## src/rtl/sdmct_pkg.sv

```systemverilog
// Shared types and constants for the split direct-mapped cache tag store.
// Address split, access codes, controller state and command struct.
// No dependencies.
package sdmct_pkg;

    localparam int SETS        = 256;
    localparam int BLOCK_BYTES = 64;
    localparam int ADDR_BITS   = 48;

    localparam int OFF_BITS = $clog2(BLOCK_BYTES);
    localparam int IDX_BITS = $clog2(SETS);
    localparam int TAG_BITS = ADDR_BITS - OFF_BITS - IDX_BITS;
    localparam int CNT_BITS = 32;

    localparam int OP_BITS   = 2;
    localparam int IN_BYTES  = (ADDR_BITS + 7) / 8;
    localparam int IN_W      = IN_BYTES * 8;
    localparam int RES_BITS  = 2 + 2 * CNT_BITS;
    localparam int OUT_BYTES = (RES_BITS + 7) / 8;
    localparam int OUT_W     = OUT_BYTES * 8;

    typedef enum logic [OP_BITS-1:0] {
        OP_DREAD  = 2'd0,
        OP_DWRITE = 2'd1,
        OP_IFETCH = 2'd2,
        OP_NONE   = 2'd3
    } t_op;

    typedef enum logic [1:0] {
        ST_CLEAR = 2'd0,
        ST_IDLE  = 2'd1,
        ST_LOOK  = 2'd2
    } t_state;

    typedef struct packed {
        logic clear;
        logic capture;
        logic finish;
    } t_ctrl;

endpackage

```

## src/rtl/sdmct_ctrl.sv

```systemverilog
// Controller for the split cache tag store: post-reset line clearing,
// accept / lookup sequencing and the result beat valid flag. Uses sdmct_pkg.
module sdmct_ctrl (
    input  logic                i_clk,
    input  logic                i_rst_n,
    input  logic                i_s_tvalid,
    output logic                o_s_tready,
    output logic                o_m_tvalid,
    input  logic                i_m_tready,
    input  logic                i_clr_done,
    output sdmct_pkg::t_ctrl    o_ctrl
);

    sdmct_pkg::t_state r_state, n_state;
    logic              r_out_valid, n_out_valid;
    logic              w_out_free;

    assign w_out_free = !r_out_valid || i_m_tready;

    always_comb begin
        n_state = r_state;
        unique case (r_state)
            sdmct_pkg::ST_CLEAR: begin
                if (i_clr_done) n_state = sdmct_pkg::ST_IDLE;
            end
            sdmct_pkg::ST_IDLE: begin
                if (i_s_tvalid) n_state = sdmct_pkg::ST_LOOK;
            end
            sdmct_pkg::ST_LOOK: begin
                if (w_out_free) n_state = sdmct_pkg::ST_IDLE;
            end
            default: n_state = sdmct_pkg::ST_IDLE;
        endcase
    end

    always_comb begin
        o_s_tready     = 1'b0;
        o_ctrl.clear   = 1'b0;
        o_ctrl.capture = 1'b0;
        o_ctrl.finish  = 1'b0;
        unique case (r_state)
            sdmct_pkg::ST_CLEAR: begin
                o_ctrl.clear = 1'b1;
            end
            sdmct_pkg::ST_IDLE: begin
                o_s_tready     = 1'b1;
                o_ctrl.capture = i_s_tvalid;
            end
            sdmct_pkg::ST_LOOK: begin
                o_ctrl.finish = w_out_free;
            end
            default: ;
        endcase
    end

    always_comb begin
        n_out_valid = r_out_valid;
        if (o_ctrl.finish) n_out_valid = 1'b1;
        else if (i_m_tready) n_out_valid = 1'b0;
    end

    always_ff @(posedge i_clk) begin
        if (!i_rst_n) begin
            r_state     <= sdmct_pkg::ST_CLEAR;
            r_out_valid <= 1'b0;
        end else begin
            r_state     <= n_state;
            r_out_valid <= n_out_valid;
        end
    end

    assign o_m_tvalid = r_out_valid;

endmodule

```

## config.mk

```make
export PLATFORM = sky130hd
export DESIGN_NAME = sdmct_ctrl
export DESIGN_NICKNAME = d
export VERILOG_FILES = /design/src/rtl/sdmct_pkg.sv /design/src/rtl/sdmct_ctrl.sv
export SDC_FILE = /design/constraint.sdc
export NUM_CORES = 1
export LEC_CHECK = 0
export BUFFER_PORTS_ARGS = -buffer_cell sky130_fd_sc_hd__buf_4
export CAP_MARGIN = 25
export CORE_AREA = 2 2 39 41
export DETAILED_ROUTE_END_ITERATION = 7
export DIE_AREA = 0 0 41 43
export SYNTH_ARGS = -nofsm -noshare
export SYNTH_HDL_FRONTEND = slang
export SYNTH_SLANG_ARGS = --single-unit
```

## constraint.sdc

```tcl
create_clock -name i_clk -period 0.86 [get_ports i_clk]
set_input_delay 0.129 -clock i_clk [delete_from_list [all_inputs] [get_ports i_clk]]
set_output_delay 0.129 -clock i_clk [all_outputs]
set_load 0.005 [all_outputs]
```

# After elaboration in Yosys (flattened, before gate mapping)
# Cells that the tools add are included.
[classes] eq_ne=5 mux=10 n_reduce_logical=5
[ops] operator="two-way mux 1 bit" count=6
[ops] operator="two-way mux 2 bit" count=3
[ops] operator="!= test 2 bit (second input constant)" count=3
[ops] operator="one-hot mux 2 bit (3 select lines)" count=1
[ops] operator="AND reduction 3 bit" count=1
[ops] operator="== test 2 x 1 -> 1 bit (second input constant)" count=1
[ops] operator="== test 2 bit (second input constant)" count=1
[ops] operator="zero test 2 bit" count=1
[ops] operator="nonzero test 2 bit" count=1
[ops] operator="zero test 1 bit" count=1
[ops] operator="logical OR 1 bit" count=1
[totals] regBits=3 input_bits=5 out_inout_bits=5 wordCells=22

# Depth between registers and ports, before layout
# Gate-level depths: netlist of run 1.
[logic_depth] word_depth=4 mapped_depth=3 ltp_nobuf=2

# Least setup slack after synthesis of run 1
# No wires, ideal clock.
[synth_path] path_kind="reg-to-reg" startpoint="register r_state[0]" endpoint="register r_state[0]" setup_time_ns=0.122 t_arrival_ns=0.746 setup_slack_ns=-0.007 stages_incl_launch_ff=3 path_buffers=0 period_less_slack_ns=0.867 cell_sequence="dfxtp_1 nor2b_4 o311a_1"
[synth_between] elab_chain_cells=3 elab_cells_between_ends=8 cone_classes="eq/ne (5); mux (1); reduce/logical (2)"
[synth_lines] element="start: declaration" line="sdmct_ctrl.sv:14" rtl="sdmct_pkg::t_state r_state, n_state;"
[synth_lines] element="start signal: assignment" line="sdmct_ctrl.sv:64" rtl="r_state <= sdmct_pkg::ST_CLEAR;"
[synth_lines] element="start signal: assignment" line="sdmct_ctrl.sv:67" rtl="r_state <= n_state;"
[synth_lines] element="== test 2 bit (tied with other cells)" line="sdmct_ctrl.sv:22" rtl="unique case (r_state)"
[synth_lines] element="!= test 2 bit (no source line)"
[synth_lines] element="AND reduction 3 bit (no source line)"
# Parallel ways exist; a longest one is shown, timed or not.
# A chain may end at the register's enable or synchronous reset.

==> impl_metrics.csv, run 1 <==
group,metric,value,unit
outcome,outcome,"finished, violations left",
outcome,violations,"negative setup slack",
cells_and_area,fin_cells,50,
yosys,yosys_warnings,0,
worst_hold_path,min_from,"i_rst_n",
sta,whs,0.1442,ns
sta,fin_crit,1.059,ns
job,drv_cap,0,
worst_hold_path,hold_depth,2,
critical_path,r2r_cells,3,
route,finalWirelength,407,um
yosys,syn_nets,22,
critical_path,ff2ff_setup_slack,-0.11,ns
power,leakagePower,0.0001522,uW
yosys,ys_seq_area_share,36.64,%
place,io_buffer_count,9,
sta,fin_skew,0.002609,ns
global_route,grt-ovfl-total,0,
cells_and_area,num-nets-final,40,
critical_path,endpoint_kind,"output pin",
floorplan,fp.dieH,43,um
global_route,antenna_found_initial,0,
clock_network,root_buffer,"clkbuf_4",
clock_network,cts_sinks,3,
critical_path,r2r-end,"r_state[0]",
yosys,synth_seq_cells,3,
sta,relSlewSlack,90.79,%
global_route,grt_pass1_wl,565,um
cells_and_area,multi_input_comb_area,107.6,um2
clock_network,cts_tree,"done",
global_route,grt_pass1_vias,158,
floorplan,fp-row-count,14,
floorplan,start_util,11.84,%
floorplan,die_w,41,um
floorplan,core_area,1384,um2
place,dp_cells,42,
sta,worst_pin_slew,0.1374,ns
route,num_vias,179,
sta,fmax,944.5,MHz
place,gp_congestion,0.5872,
cells_and_area,syn_to_final_growth,103.8,%
yosys,avgSynthCellArea,9.642,um2
floorplan,die_area,1763,um2
route,drt-initial-drc-count,1,
critical_path,start_kind,"flip-flop",
route,ant_nets,0,
critical_path,r2r_start,"r_state[0]",
route,via_per_inst,3.580,
cells_and_area,antenna_cells,0,
route,drc_errors,0,
global_route,grt_use_total,5.422,%
clock_network,clkLatencyLatePin,0.23,ns
cells_and_area,seq_area,67.56,um2
critical_path,arrival,0.93,ns
route,wl_per_cell,8.140,um
critical_path,required,0.73,ns
power,irDropWorstVdd,0.3693,mV
clock_network,h-tree-depth,1,
yosys,synth_cells,17,
yosys,syn_area,163.9,um2
yosys,yosysUniqueCellTypes,11,
sta,hold_viol,0,
global_route,grt_max_degree,7,
route,firstDrtPassIters,2,
floorplan,io_pins,10,
critical_path,crit_fanout,6,
sta,finalSetupViolations,6,
clock_network,cts_buffers,3,
clock_network,clk_pin_slew,0.04,ns
power,power.density,1486,nW/um2
sta,rsz0062_at_grt,"true",
critical_path,critPathKind,"reg -> out",
sta,setup_slack,-0.1988,ns
cells_and_area,drive_above_1_share,67.65,%
cells_and_area,nFillCells,155,
place,dp_hpwl,276.4,um
worst_hold_path,min_delay_worst_endpoint,"r_state[0]",
worst_hold_path,hold_path_class,"in -> reg",
sta,slew_violations,0,
clock_network,cts_buffer_depth,2,
sta,period_share,123.1,%
layout make-up:
type | count | area share [%]
Clock buffer | 4 | 7.865
Inverter | 1 | 1.124
Multi-Input combinational cell | 12 | 32.21
Sequential cell | 3 | 20.22
Tap cell | 16 | 5.993
Timing Repair Buffer | 14 | 32.58
cells in the final DEF (no fill, tap or decap):
| master | instances |
|---|---|
| dfxtp_1 | 1 |
| inv_1 | 1 |
| clkbuf_4 | 3 |
| dfxtp_4 | 2 |
| nor2b_1 | 3 |
| nand4bb_1 | 1 |
| nor2b_4 | 1 |
| clkbuf_1 | 1 |
| nand2b_1 | 1 |
| nand3b_1 | 1 |
| nand2b_4 | 1 |
| buf_6 | 1 |
| nor2_1 | 1 |
| buf_4 | 13 |
| a21boi_2 | 2 |
| o311a_1 | 1 |
sequential cells by signal (all words and copies together), names as in the netlist:
register / flops
r_state: 2
o_m_tvalid: 1
synthesized netlist by cell type (all sizes together):
library cell	count	area, um2
nand3b	1	7.510
dfxtp	3	60.06
nor2	1	3.750
nand2b	2	12.51
nor2b	4	32.53
buf	1	7.510
a21boi	2	15.01
o311a	1	10.01
nand4bb	1	11.26
inv	1	3.750
power by group:
part / switching [uW] / internal (uW) / total (uW)
combinational: 25.5 / 69.6 / 95.1
clock: 73.0 / 174 / 247
sequential: 9.48 / 145 / 154
total: 108 / 389 / 496
worst max-delay path by stage:
stage	depth (start not counted)	end	from
detailed placement	2	r_state[0]	r_state[0]
global route	3	o_ctrl[1]	r_state[1]
global placement	2	r_state[0]	r_state[0]
finish	3	o_ctrl[1]	r_state[1]
CTS	3	o_s_tready	r_state[0]
floorplan	2	r_state[0]	r_state[0]
through the flow:
stage | cell area (um2) | TNS (ns) | power (uW) | setup slack, ns | util (%)
after detailed placement | 252.7 | -0.01983 | 232.8 | -0.01983 | 18.26
after global placement | 252.7 | -0.008733 | 232.1 | -0.008733 | 18.26
final | 334.1 | -0.8921 | 496.5 | -0.1988 | 24.14
after floorplan | 165.2 | 0 | 187.7 | 0.003141 | -
after CTS | 311.5 | -0.9575 | 506.5 | -0.2102 | 22.51
after global routing | 334.1 | -1.184 | 531.2 | -0.2622 | 24.14
metal layers:
layer	routed length (um)	track usage (%)
met1	146	4.823
met2	201	6.563
met3	59	4.712
met4	0	6.000
met5	0	0
kinds of logic (layout without fill, tap and decap cells):
family | after synthesis | after routing | synth area share, %
buffers and inverters | 2 | 19 | 6.870
AND/OR/NAND/NOR | 9 | 9 | 41.22
AO/OA/AOI/OAI | 3 | 3 | 15.26
flip-flops | 3 | 3 | 36.64
worst max-delay path: stages (launching register included):
cell and delay [ns]:
dfxtp_4 0.36, nand3b_1 0.18, inv_1 0.07, buf_4 0.10
repair_timing:
item                                   CTS  global route
pin swaps                                1             2
setup endpoints to repair                5             5
gates cloned                             0             0
hold buffers                             0             0
endpoints found under the hold margin    0             0
setup buffers                            2             2
resized for setup                        5             2
No activity file was read; power rests on OpenSTA's default activity.
==> run 2, diff against run 1 <==
==> constraint.sdc (replaced) <==
create_clock -name i_clk -period 1.3 [get_ports i_clk]
set_input_delay 0.26 -clock i_clk [delete_from_list [all_inputs] [get_ports i_clk]]
set_output_delay 0.26 -clock i_clk [all_outputs]
set_load 0.005 [all_outputs]
==> impl_metrics.csv, run 2 (synthesis gave the netlist of run 1 again) <==
group,metric,value,unit
sta,rsz0062_at_grt,"false",
clock_network,cts_buffer_depth,2,
cells_and_area,largest_reg_flops,2,
clock_network,cts_tree,"done",
route,via_per_inst,3.489,
cells_and_area,largest-register,"r_state",
place,gp_congestion,0.5568,
place,dp_hpwl,291.1,um
critical_path,r2r_start,"r_state[0]",
critical_path,crit_start,"r_state[0]",
critical_path,crit_fanout,7,
critical_path,critPathKind,"reg -> out",
route,drc_errors,0,
floorplan,core_area,1384,um2
power,irDropWorstVdd,0.2558,mV
clock_network,post_cts_resized,0,
critical_path,start_kind,"flip-flop",
clock_network,cts_setup_buffers,0,
sta,period_share,94.16,%
route,num_vias,157,
route,firstDrtPassIters,1,
clock_network,ctsHoldBuffers,0,
sta,whs,0.2897,ns
clock_network,root_buffer,"clkbuf_4",
clock_network,h-tree-depth,1,
job,drv_cap,0,
global_route,grt_pass1_wl,558,um
route,ant_nets,0,
clock_network,clk_pin_slew,0.04,ns
sta,worst_pin_slew,0.1894,ns
clock_network,cts_buffers,3,
route,finalWirelength,344,um
floorplan,io_pins,10,
sta,fin_setup_tns,0,ns
clock_network,clkLatencyLatePin,0.23,ns
clock_network,cts_sinks,3,
sta,slew_violations,0,
global_route,antenna_found_initial,0,
sta,relSlewSlack,87.36,%
critical_path,arrival,0.96,ns
critical_path,endpoint_kind,"output pin",
place,io_buffer_count,9,
global_route,grt_pass1_vias,167,
sta,fmax,816.9,MHz
global_route,grt_use_total,5.015,%
critical_path,required,1.04,ns
floorplan,die_area,1763,um2
route,drt-initial-drc-count,0,
sta,finalSetupViolations,0,
floorplan,fp.dieH,43,um
power,power.density,1134,nW/um2
sta,fin_skew,0.0003966,ns
power,leakagePower,0.0001238,uW
worst_hold_path,hold_path_class,"in -> reg",
route,wl_per_cell,7.644,um
sta,hold_viol,0,
floorplan,die_w,41,um
floorplan,fp-row-count,14,
cells_and_area,syn_to_final_growth,64.89,%
cells_and_area,final_cell_mix,"buf_4, nor2b_1, clkbuf_4, dfxtp_1",
outcome,outcome,"complete, no violations",
global_route,grt_max_degree,8,
cells_and_area,antenna_cells,0,
worst_hold_path,min_from,"i_rst_n",
cells_and_area,layout_commonest_cell,"buf_4",
cells_and_area,drive_above_1_share,44.83,%
floorplan,start_util,11.84,%
global_route,grt-ovfl-total,0,
sta,fin_crit,1.224,ns
cells_and_area,num-nets-final,35,
-- run 2: cell types whose count changed in the layout (fill, tap and decap cells not counted), sizes merged --
cell / delta
buf: -5
-- run 2: cell type report --
type / instances / area, um2
fillers: 165 / 1114
multi-input cells: 12 / 92.59
repair buffers: 9 / 67.56
flip-flops and latches: 3 / 60.06
clock buffers: 4 / 26.28
well taps: 16 / 20.02
inverters: 1 / 3.754
-- run 2: worst paths after layout --
kind | to | cells past startpoint | slack [ns]
setup / recovery | o_ctrl[0] | 3 | 0.08
hold / removal | r_state[0] | 2 | 0.29
setup reg to reg | r_state[0] | 2 | 0.40
hold reg to reg | o_m_tvalid | 2 | 0.50
-- run 2: metal layers --
metal	up-vias	GRT usage (%)	routed length (um)
li1	82	-	-
met1	69	4.167	120
met2	6	7.813	184
met3	0	3.141	40
met4	0	4.000	0
met5	-	0	0
-- run 2: critical path, cell delays in order (launching register included) --
cell      delay [ns]
dfxtp_1         0.34
nand2b_1        0.17
nor2b_1         0.11
buf_4           0.11
-- run 2: power by group --
group	switching, uW	total [uW]	internal [uW]	leakage (uW)
Sequential	5.84	103	97.2	0.0000246
Clock	44.3	159	115	0.0000150
Combinational	13.1	44.4	31.3	0.0000843
Total	63.2	306	243	0.000124
-- run 2: stage by stage --
| stage | util [%] | area (um2) | worst slack [ns] | total power, uW | instances |
|---|---|---|---|---|---|
| floorplan | - | 163.9 | 0.3536 | 123.5 | 17 |
| global placement | 17.63 | 244.0 | 0.2762 | 149.3 | 41 |
| detailed placement | 17.63 | 244.0 | 0.2757 | 150.2 | 41 |
| CTS | 19.53 | 270.3 | 0.05102 | 317.5 | 45 |
| global route | 19.53 | 270.3 | 0.002745 | 327.3 | 45 |
| finish | 19.53 | 270.3 | 0.07588 | 306.5 | 45 |
==> run 3, diff against run 2 <==
Settings changed: BUFFER_PORTS_ARGS -buffer_cell sky130_fd_sc_hd__buf_4 to default, DONT_BUFFER_PORTS from default to 1.
==> impl_metrics.csv, run 3 (synthesis gave the netlist of run 1 again) <==
group,metric,value,unit
outcome,outcome,"complete, no violations",
sta,slew_violations,0,
place,gp_congestion,0.5036,
cells_and_area,post-route-util,14.65,%
worst_hold_path,min_from,"i_rst_n",
route,finalWirelength,335,um
sta,period_share,88.95,%
route,firstDrtPassIters,2,
cells_and_area,fin_cells,36,
floorplan,io_pins,10,
sta,hold_viol,0,
critical_path,critPathKind,"reg -> out",
clock_network,cts_buffers,3,
power,p_total,287.3,uW
critical_path,arrival,0.90,ns
global_route,grt-ovfl-total,0,
route,ant_nets,0,
route,via_per_inst,3.472,
critical_path,r2r-end,"r_state[0]",
critical_path,cpPeakStageDelay,0.34,ns
worst_hold_path,hold_path_class,"in -> reg",
critical_path,endpoint_kind,"output pin",
global_route,grt_max_degree,8,
place,dp_cells,32,
route,drt-initial-drc-count,2,
power,leakagePower,0.00007876,uW
clock_network,cts_tree,"done",
critical_path,slowest_stage,"dfxtp_1",
clock_network,cts_buffer_depth,2,
global_route,grt_pass1_vias,128,
power,power.density,1417,nW/um2
global_route,use_met3,6.283,%
power,irDropWorstVdd,0.1860,mV
clock_network,h-tree-depth,1,
clock_network,clk_pin_slew,0.04,ns
cells_and_area,num-nets-final,26,
floorplan,fp.dieH,43,um
critical_path,start_kind,"flip-flop",
critical_path,r2r_start,"r_state[0]",
floorplan,die_w,41,um
route,wl_per_cell,9.306,um
floorplan,core_area,1384,um2
floorplan,start_util,11.84,%
clock_network,ctsHoldBuffers,0,
clock_network,clkLatencyLatePin,0.23,ns
clock_network,cts_setup_buffers,0,
sta,fin_setup_tns,0,ns
global_route,met2_usage,5.938,%
clock_network,post_cts_resized,0,
sta,fin_skew,0.002027,ns
global_route,grt-busiest-layer,"met4",
critical_path,path_cells,"nand2b_1 -> nor2b_1",
cells_and_area,antenna_cells,0,
global_route,antenna_found_initial,0,
cells_and_area,largest-register,"r_state",
place,io_buffer_count,0,
worst_hold_path,min_delay_worst_endpoint,"r_state[0]",
sta,worst_pin_slew,0.1825,ns
global_route,grt_pass1_wl,510,um
critical_path,crit_start,"r_state[0]",
cells_and_area,syn_to_final_growth,23.66,%
cells_and_area,drive_above_1_share,20.00,%
critical_path,r2r_cells,2,
sta,fmax,864.8,MHz
critical_path,crit_fanout,7,
cells_and_area,nFillCells,161,
cells_and_area,largest_reg_flops,2,
route,num_vias,125,
critical_path,required,1.04,ns
floorplan,fp-row-count,14,
cells_and_area,final_cell_mix,"nor2b_1, clkbuf_4, dfxtp_1, nand2b_1, a21boi_1",
cells_and_area,seq_area,60.06,um2
floorplan,die_area,1763,um2
global_route,grt_use_total,5.511,%
job,drv_cap,0,
sta,finalSetupViolations,0,
cells_and_area,multi_input_comb_area,92.59,um2
clock_network,root_buffer,"clkbuf_4",
critical_path,ff2ff_setup_slack,0.40,ns
clock_network,cts_sinks,3,
sta,rsz0062_at_grt,"false",
sta,relSlewSlack,87.81,%
route,drc_errors,0,
place,dp_hpwl,267.5,um
worst_hold_path,hold_depth,1,
global_route,grt_use_met1,3.834,%
sta,fin_crit,1.156,ns
run 3: critical path: cells and delay by family, from the launching register on:
kind | cells | cell delay, ns
and+or+nand+nor | 2 | 0.32
DFF | 1 | 0.34
run 3: worst max-delay path by stage:
stage / endpoint / slack [ns] / cells past startpoint
6_report: o_ctrl[0] / 0.14 / 2
5_1_grt: o_ctrl[0] / 0.09 / 2
4_1_cts: o_ctrl[0] / 0.12 / 2
3_3_place_gp: o_ctrl[0] / 0.37 / 2
3_5_place_dp: o_ctrl[0] / 0.37 / 2
2_1_floorplan: o_ctrl[0] / 0.35 / 3
run 3: report_power, final:
part / internal, uW / switching [uW]
clock network: 115 / 48.6
logic: 13.2 / 7.18
registers: 97.2 / 5.98
total: 225 / 61.8
run 3: layout make-up:
class                   count  area share (%)
clock buffers               4           12.96
flip-flops and latches      3           29.63
well taps                  16           9.877
inverters                   1           1.852
multi-input cells          12           45.68
run 3: metal layers:
layer  wire length, um  up-vias
met5                 0        -
met3                60        0
met4                 0        0
li1                  -       63
met1               100       56
met2               174        6
run 3: metrics by stage:
stage | setup WS (ns) | cell area, um2 | hold WS [ns]
2_1_floorplan | 0.3536 | 163.9 | 0.3912
4_1_cts | 0.1162 | 202.7 | 0.1500
6_report | 0.1436 | 202.7 | 0.1583
3_5_place_dp | 0.3709 | 176.4 | 0.4000
3_3_place_gp | 0.3739 | 176.4 | 0.3995
5_1_grt | 0.09250 | 202.7 | 0.1499
